## src/hdl/mbr_pkg.sv

```systemverilog
// Shared types, constants and helpers for the MSB-first bit reader.
package mbr_pkg;

    // Byte store geometry
    localparam int MAX_BYTES = 4096;
    localparam int ADDR_W    = (MAX_BYTES > 1) ? $clog2(MAX_BYTES) : 1;
    localparam int CNT_W     = $clog2(MAX_BYTES + 1);

    // Read request limits
    localparam int MAX_READ  = 32;
    localparam int WANT_W    = 6;
    localparam int OFF_W     = 4;
    localparam int BYTE_BITS = 8;

    // Command queue between front and back
    localparam int Q_DEPTH   = 2;
    localparam int Q_PTR_W   = 1;
    localparam int Q_CNT_W   = 2;

    // Command codes on the input word
    localparam logic [1:0] CMD_CLEAR  = 2'd0;
    localparam logic [1:0] CMD_APPEND = 2'd1;
    localparam logic [1:0] CMD_READ   = 2'd2;

    typedef struct packed {
        logic [1:0]        cmd;
        logic [7:0]        byte_in;
        logic [WANT_W-1:0] bit_count;
    } t_mbr_in;

    typedef struct packed {
        logic [31:0] value;
        logic        end_of_stream;
        logic [15:0] bits_remaining;
    } t_mbr_out;

    // Classified operation carried from front to back
    typedef enum logic [1:0] {
        OP_CLEAR,
        OP_APPEND,
        OP_READ,
        OP_NOP
    } t_mbr_op;

    typedef struct packed {
        t_mbr_op           op;
        logic [7:0]        data;
        logic [WANT_W-1:0] want;
    } t_mbr_entry;

    typedef enum logic [1:0] {
        ST_IDLE,
        ST_READ,
        ST_DONE
    } t_mbr_state;

    // Stream pointers exported for checking
    typedef struct packed {
        logic [CNT_W-1:0] count;
        logic [CNT_W-1:0] pos;
        logic [OFF_W-1:0] off;
    } t_mbr_stat;

    // Unread bits: zero at end of stream, saturated to 16 bits
    function automatic logic [15:0] unread_bits(input logic [CNT_W-1:0] count,
                                                input logic [CNT_W-1:0] pos,
                                                input logic [OFF_W-1:0] off);
        logic [CNT_W-1:0] whole;
        logic [CNT_W+3:0] r;
        whole = count - pos - CNT_W'(1);
        r     = ((CNT_W+4)'(whole) << 3) + (CNT_W+4)'(off);
        if (pos >= count) begin
            return 16'd0;
        end else if (r > (CNT_W+4)'(17'h0FFFF)) begin
            return 16'hFFFF;
        end else begin
            return 16'(r);
        end
    endfunction

endpackage

```

## src/hdl/mbr_front.sv

```systemverilog
// Front end: takes command words, classifies them and queues them for the back end.
module mbr_front (
    input  logic                i_clk,
    input  logic                i_rst_n,
    input  logic                push,
    output logic                full,
    input  mbr_pkg::t_mbr_in    i_cmd,
    output logic                o_valid,
    input  logic                i_take,
    output mbr_pkg::t_mbr_entry o_entry
);

    mbr_pkg::t_mbr_entry             r_q [mbr_pkg::Q_DEPTH];
    logic [mbr_pkg::Q_PTR_W-1:0]     r_wr_ptr;
    logic [mbr_pkg::Q_PTR_W-1:0]     r_rd_ptr;
    logic [mbr_pkg::Q_CNT_W-1:0]     r_cnt;
    mbr_pkg::t_mbr_entry             cls;
    logic                            wr_en;
    logic                            rd_en;

    // Decode the command word and clamp oversized read lengths
    always_comb begin
        cls.data = i_cmd.byte_in;
        cls.want = i_cmd.bit_count;
        case (i_cmd.cmd)
            mbr_pkg::CMD_CLEAR:  cls.op = mbr_pkg::OP_CLEAR;
            mbr_pkg::CMD_APPEND: cls.op = mbr_pkg::OP_APPEND;
            mbr_pkg::CMD_READ:   cls.op = mbr_pkg::OP_READ;
            default:             cls.op = mbr_pkg::OP_NOP;
        endcase
        if (i_cmd.bit_count > mbr_pkg::WANT_W'(mbr_pkg::MAX_READ)) begin
            cls.want = mbr_pkg::WANT_W'(mbr_pkg::MAX_READ);
        end
    end

    assign full    = (r_cnt == mbr_pkg::Q_CNT_W'(mbr_pkg::Q_DEPTH));
    assign o_valid = (r_cnt != '0);
    assign wr_en   = push && !full;
    assign rd_en   = i_take && o_valid;
    assign o_entry = r_q[r_rd_ptr];

    // Queue storage
    always_ff @(posedge i_clk) begin
        if (wr_en) begin
            r_q[r_wr_ptr] <= cls;
        end
    end

    // Queue pointers and occupancy
    always_ff @(posedge i_clk) begin
        if (!i_rst_n) begin
            r_wr_ptr <= '0;
            r_rd_ptr <= '0;
            r_cnt    <= '0;
        end else begin
            if (wr_en) begin
                r_wr_ptr <= r_wr_ptr + mbr_pkg::Q_PTR_W'(1);
            end
            if (rd_en) begin
                r_rd_ptr <= r_rd_ptr + mbr_pkg::Q_PTR_W'(1);
            end
            if (wr_en && !rd_en) begin
                r_cnt <= r_cnt + mbr_pkg::Q_CNT_W'(1);
            end else if (rd_en && !wr_en) begin
                r_cnt <= r_cnt - mbr_pkg::Q_CNT_W'(1);
            end
        end
    end

endmodule

```

## config.mk

```make
export PLATFORM = sky130hd
export DESIGN_NAME = mbr_front
export DESIGN_NICKNAME = d
export VERILOG_FILES = /design/src/hdl/mbr_pkg.sv /design/src/hdl/mbr_front.sv
export SDC_FILE = /design/constraint.sdc
export NUM_CORES = 1
export LEC_CHECK = 0
export ABC_AREA = 1
export BUFFER_PORTS_ARGS = -buffer_cell sky130_fd_sc_hd__buf_2
export CAP_MARGIN = 20
export CORE_ASPECT_RATIO = 0.8
export CORE_MARGIN = 4
export CORE_UTILIZATION = 54
export CTS_BUF_LIST = sky130_fd_sc_hd__clkbuf_4
export DETAILED_ROUTE_END_ITERATION = 8
export PLACE_DENSITY = 0.83
export SYNTH_ARGS = -nofsm -noshare
export SYNTH_HDL_FRONTEND = slang
export SYNTH_SLANG_ARGS = --single-unit
```

## constraint.sdc

```tcl
create_clock -name i_clk -period 2.04 [get_ports i_clk]
set_clock_uncertainty 0.2 [all_clocks]
set_input_delay 0.408 -clock i_clk [delete_from_list [all_inputs] [get_ports i_clk]]
set_output_delay 0.408 -clock i_clk [all_outputs]
set_load 0.01 [all_outputs]
```

==> results of run 1 <==
## synth_stat cells, drive strengths merged
library cell / count
a21boi: 3
o21ai: 3
nand4: 1
inv: 10
a21oi: 1
nand3: 2
mux2: 16
nor2: 13
ha: 1
buf: 2
edfxtp: 32
nand2: 7
dfxtp: 5
o21a: 1
clkbuf: 3
## how the worst max path moves through the flow
stage | end | slack (ps) | from | cells after the start
floorplan | r_q[1][0]$_DFFE_PP_ | 220 | r_cnt[0]$_SDFFE_PN0P_ | 2
global placement | o_entry[0] | 370 | register | 3
detailed placement | o_entry[4] | 360 | register | 3
CTS | o_entry[4] | 30 | register | 3
global route | o_entry[4] | 30 | register | 3
finish | o_entry[4] | 100 | register | 3
## state kept, by name, summed over array words and instances (netlist names), named ones only
signal / flops
r_q: 32
r_rd_ptr: 1
r_cnt: 2
r_wr_ptr: 1
## cell usage in the layout, fill, tap and decap left out, types with 2 or more instances in the layout
| cell | n |
|---|---|
| buf_4 | 2 |
| o21ai_0 | 2 |
| edfxtp_1 | 32 |
| nand3_1 | 2 |
| mux2_2 | 6 |
| clkbuf_4 | 8 |
| a21boi_0 | 3 |
| nor2_1 | 13 |
| nand2_1 | 6 |
| inv_1 | 9 |
| dfxtp_1 | 4 |
| mux2_4 | 10 |
| buf_2 | 37 |
## power by group
| part | leakage (nW) | internal [mW] | switching [mW] | total [mW] |
|---|---|---|---|---|
| sequential | 0.342 | 0.963 | 0.0553 | 1.02 |
| combinational | 0.375 | 0.303 | 0.339 | 0.642 |
| clock | 0.0368 | 0.177 | 0.211 | 0.388 |
| total | 0.755 | 1.44 | 0.606 | 2.05 |
## routing by layer
metal / track usage, % / vias up / wire, um
li1: - / 433 / -
met1: 16.40 / 394 / 989
met2: 21.99 / 37 / 1235
met3: 5.274 / 13 / 180
met4: 12.14 / 0 / 102
met5: 0 / - / 0
## critical path, stage by stage, from the launching register on
cell     delay (ps)
dfxtp_2         350
buf_12          160
mux2_2          340
buf_2           140
## cell type report
| type | instances | area, um^2 |
|---|---|---|
| Sequential cell | 37 | 1062 |
| Multi-Input combinational cell | 48 | 377.9 |
| Inverter | 10 | 37.54 |
| Timing Repair Buffer | 40 | 220.2 |
| Fill cell | 202 | 759.5 |
| Tap cell | 36 | 45.04 |
| Clock buffer | 8 | 60.06 |
## kinds of logic (layout without fill, tap and decap cells)
group | after synthesis | after routing | synth area share [%]
AOI/OAI and AO/OA | 8 | 8 | 3.542
adders and majority gates | 1 | 1 | 0.8236
buffers and inverters | 15 | 58 | 5.271
DFF | 37 | 37 | 69.85
muxes | 16 | 16 | 14.33
and+or+nand+nor | 23 | 23 | 6.179
==> results.yml, run 1 <==
status:
  status: "completed"
synth:
  syn_inst: 100
  yosys.area.top_type: "edfxtp_1"
  ys_seq_elements: 37
  synth_nets: 121
  synth_warnings: 0
  netlist-cell-type-count: 20
  synth_area_leaders: "edfxtp_1 (63%), mux2_4 (9.9%), dfxtp_1 (6.6%)"
  avgSynthCellArea_um2: 15.19
  syn_area_um2: 1519
  ys_seq_area_share_pct: 69.85
  synth_top_area_share_pct: 63.26
critical_path:
  worstSetupStartpointType: "register"
  required_ps: 1430
  timing.rr.start: "r_cnt[1]$_SDFFE_PN0P_"
  worst_r2r_endpoint: "r_cnt[1]$_SDFFE_PN0P_"
  rr_worst_depth: 9
  end_kind: "primary output"
  ff2ff_setup_slack_ps: 260
  critPathMaxFanout: 16
  critPathKind: "reg -> out"
  crit_arrival_ps: 1330
power:
  p_leak_nw: 0.7547
  peakVddDrop_mv: 0.7015
  p_per_area_nw_per_um2: 1136
  finalPower_mw: 2.049
place:
  dp_hpwl_mm: 1.738
  gp_congestion: 0.7700
  portBuffers: 37
  placed_area_um2: 1729
  pre_cts_ws_ps: 363.4
  dp.cells: 171
layout:
  fin_cells: 179
  insertedDiodeCount: 0
  syn_to_final_growth_pct: 18.70
  fin_nets: 163
  drive_gt1_share_pct: 47.55
  final_area_um2: 1803
  final_util_pct: 70.36
floorplanning:
  dieArea_um2: 3731
  io_pins: 38
  start_util_pct: 59.28
  core_area_um2: 2562
  die_h_um: 55.44
  num_rows: 16
  die_x_um: 67.30
routing:
  drc_errors: 0
  drt_wl_total_mm: 2.508
  vias: 877
  firstDrtPassIters: 4
  drt-initial-drc-count: 21
  wl_per_cell_um: 14.01
  viasPerCell: 4.899
  ant_nets: 0
grt:
  grt_use_total_pct: 14.70
  grt_overflow: 0
  grt_start_max_net_pins: 17
  grt_pass1_vias: 876
  antenna_found_initial: 0
  grt_pass1_wl_mm: 3.898
sta:
  max-slew-margin-rel_pct: 77.68
  rsz0062_at_grt: "no"
  setup_viol: 0
  worstMarginPinSlew_ps: 331.9
  tns_ps: 0
  setup_slack_ps: 98.24
  period_needed_ps: 1942
  timing.hold.ws_ps: 64.53
  max_freq_ghz: 0.5150
  min_period_over_period_pct: 95.18
  hold_violations: 0
  maxSlewViolCount: 0
min_path:
  hold_path_end: "r_q[1][15]$_DFFE_PP_"
  hp-start: "i_cmd[15]"
  min_path_type: "in -> reg"
  hold_depth: 1
clock_tree:
  clkSinkCount: 37
  cts_buffers: 5
  cts_root_buffer: "clkbuf_4"
  post_cts_buffers: 0
  ctsHoldBuffers: 0
  clk_path_buf_depth: 2
  htreeDepth: 2
  cts_resized: 1
  insertion_delay_ps: 330
  clkSlewWorstSetupHoldPaths_ps: 100
  cts_tree: "yes"
flow_run:
  drv_cap: 0
Note: power is estimated with default switching activity, not from simulation.
==> run 2, diff against run 1 <==
--- a/config.mk
+++ b/config.mk
@@ -13,6 +13,7 @@
 export CORE_UTILIZATION = 54
 export CTS_BUF_LIST = sky130_fd_sc_hd__clkbuf_4
 export DETAILED_ROUTE_END_ITERATION = 8
+export GPL_ROUTABILITY_DRIVEN = 0
 export PLACE_DENSITY = 0.83
 export SYNTH_ARGS = -nofsm -noshare
 export SYNTH_HDL_FRONTEND = slang
==> constraint.sdc (replaced) <==
create_clock -name i_clk -period 2.04 [get_ports i_clk]
set_clock_uncertainty 0.2 [all_clocks]
set_input_delay 0 -clock i_clk [delete_from_list [all_inputs] [get_ports i_clk]]
set_output_delay 0 -clock i_clk [all_outputs]
set_load 0.01 [all_outputs]
==> run 2 against run 1 <==
  * Combinational power is essentially flat
  * First-iteration DRC count shrank 4.8%
  * Sequential share of layout area is 7.0 points lower
  * Cell area rose by 13%
  * Count of clock-buffer cells in the layout decreased by 3
  * Die area is the same
  * Worst hold slack better by 130 ps
  * Register-to-register slack improved by 80 ps
  * Maximum frequency increased by 6.0%
  * Sequential cell count did not move
  * Via count is 11% higher
  * Highest routed layer unchanged
==> results.yml, run 2 (synthesis gave the netlist of run 1 again) <==
floorplanning:
  die_h_um: 55.44
  core_area_um2: 2562
  die_x_um: 67.30
  start_util_pct: 59.28
  dieArea_um2: 3731
  io_pins: 38
  num_rows: 16
clock_tree:
  cts_tree: "yes"
  cts_buffers: 5
  clkSlewWorstSetupHoldPaths_ps: 120
  insertion_delay_ps: 320
  clk_path_buf_depth: 2
  htreeDepth: 2
  post_cts_buffers: 0
  clkSinkCount: 37
  cts_root_buffer: "clkbuf_4"
critical_path:
  end_kind: "primary output"
  critPathKind: "reg -> out"
  ff2ff_setup_slack_ps: 340
  worstSetupStartpointType: "register"
  crit_end: "o_entry[2]"
  crit_arrival_ps: 1630
  worst_r2r_endpoint: "r_cnt[1]$_SDFFE_PN0P_"
  crit_chain: "buf_4 -> mux2_4 -> buf_2"
  rr_worst_depth: 9
  crit_path_top_delay_cell: "dfxtp_1"
  slowest_delay_ps: 560
  critPathMaxFanout: 9
  required_ps: 1840
  timing.rr.start: "r_cnt[1]$_SDFFE_PN0P_"
sta:
  max-slew-margin-rel_pct: 74.94
  hold_violations: 0
  worstMarginPinSlew_ps: 375.4
  min_period_over_period_pct: 89.84
  period_needed_ps: 1833
  max_freq_ghz: 0.5457
  timing.hold.ws_ps: 189.9
  setup_viol: 0
  maxSlewViolCount: 0
  rsz0062_at_grt: "no"
  tns_ps: 0
grt:
  grt_overflow: 0
  grt_start_max_net_pins: 17
  grt_pass1_wl_mm: 4.409
  grt_pass1_vias: 962
  grt_use_total_pct: 16.02
  antenna_found_initial: 0
routing:
  wl_per_cell_um: 13.49
  drt_wl_total_mm: 2.698
  drt-initial-drc-count: 20
  vias: 977
  drc_errors: 0
  firstDrtPassIters: 5
  ant_nets: 0
  viasPerCell: 4.885
power:
  switching_share_pct: 27.41
  pwr-share-clk_pct: 26.8
  finalPower_mw: 2.281
  p_switching_mw: 0.6251
  peakVddDrop_mv: 1.061
  p_per_area_nw_per_um2: 1117
  p_int_mw: 1.656
  seqPwrFrac_pct: 45.1
  p_leak_nw: 0.8559
  pwr-share-comb_pct: 28.1
layout:
  insertedDiodeCount: 0
  top_regs: "r_q x32, r_cnt x2"
  nFillCells: 165
  drive_gt1_share_pct: 40.85
  fin_nets: 184
  layout_common_cells: "buf_2 (37), edfxtp_1 (32), dlygate4sd3_1 (21)"
  layout_commonest_cell: "buf_2"
  largest-register: "r_q"
  syn_to_final_growth_pct: 34.43
  largest_reg_flops: 32
place:
  dp_hpwl_mm: 1.816
  portBuffers: 37
status:
  status: "completed"
min_path:
  min_path_type: "in -> reg"
  hold_depth: 2
  hp-start: "i_cmd[8]"
flow_run:
  drv_cap: 0
run 2: cell count changes in the layout (fill, tap and decap cells not counted):
cell,delta
dfxtp_2,-1
dfxtp_1,+1
dlygate4sd3_1,+21
buf_12,-1
buf_4,+1
clkinv_2,+1
bufinv_16,+2
clkbuf_4,-3
run 2: area by class of cell:
type                            count  area, um^2  share of cell area [%]
Sequential cell                    37        1061                   51.96
Multi-Input combinational cell     48       377.9                   18.50
Clock buffer                        5       37.54                   1.838
Inverter                           10       37.54                   1.838
Tap cell                           36       45.04                   2.206
Clock inverter                      3       65.06                   3.186
Timing Repair Buffer               61       417.9                   20.47
run 2: metrics by stage:
step	area (um^2)	util [%]	instances	worst slack [ps]
3_5_place_dp	1729	67.48	171	395.4
4_1_cts	2042	79.69	200	160.8
6_report	2042	79.69	200	207.3
2_1_floorplan	1519	-	100	223.5
3_3_place_gp	1729	67.48	171	522.8
5_1_grt	2042	79.69	200	98.12
run 2: what timing repair did:
| item | in CTS | in global routing |
|---|---|---|
| gates resized for setup | 0 | 0 |
| endpoints found under the hold margin | 37 | 0 |
| hold buffers | 21 | 0 |
run 2: worst max-delay path: cells and delay by family (launching register included):
family   cells  cell delay [ps]
flops        1              560
buf+inv      2              430
mux          1              310
run 2: power by group through the flow:
stage	Clock, mW	Combinational (mW)	Sequential (mW)
5_1_grt	0.663	0.711	1.04
3_5_place_dp	0	0.613	1.05
3_3_place_gp	0	0.586	1.04
4_1_cts	0.627	0.643	1.03
6_report	0.612	0.640	1.03
2_1_floorplan	0	0.453	1.02
run 2: how the worst min path moves through the flow:
stage                                 endpoint  slack [ps]
after floorplan           r_q[0][10]$_DFFE_PP_        -100
after global placement     r_q[0][6]$_DFFE_PP_         -10
after CTS                 r_q[0][12]$_DFFE_PP_         170
after detailed placement   r_q[1][8]$_DFFE_PP_          -4
final                      r_q[1][8]$_DFFE_PP_         190
after global routing      r_q[0][14]$_DFFE_PP_         170
run 2: per-layer routing:
metal | vias to the layer above | part of all wire (%) | wire (um) | GRT usage [%]
met5 | - | 0 | 0 | 0
met2 | 34 | 53 | 1427 | 27.59
met3 | 4 | 6.6 | 178 | 5.882
met1 | 465 | 40 | 1066 | 18.44
met4 | 0 | 0.96 | 26 | 4.335
li1 | 474 | - | - | -
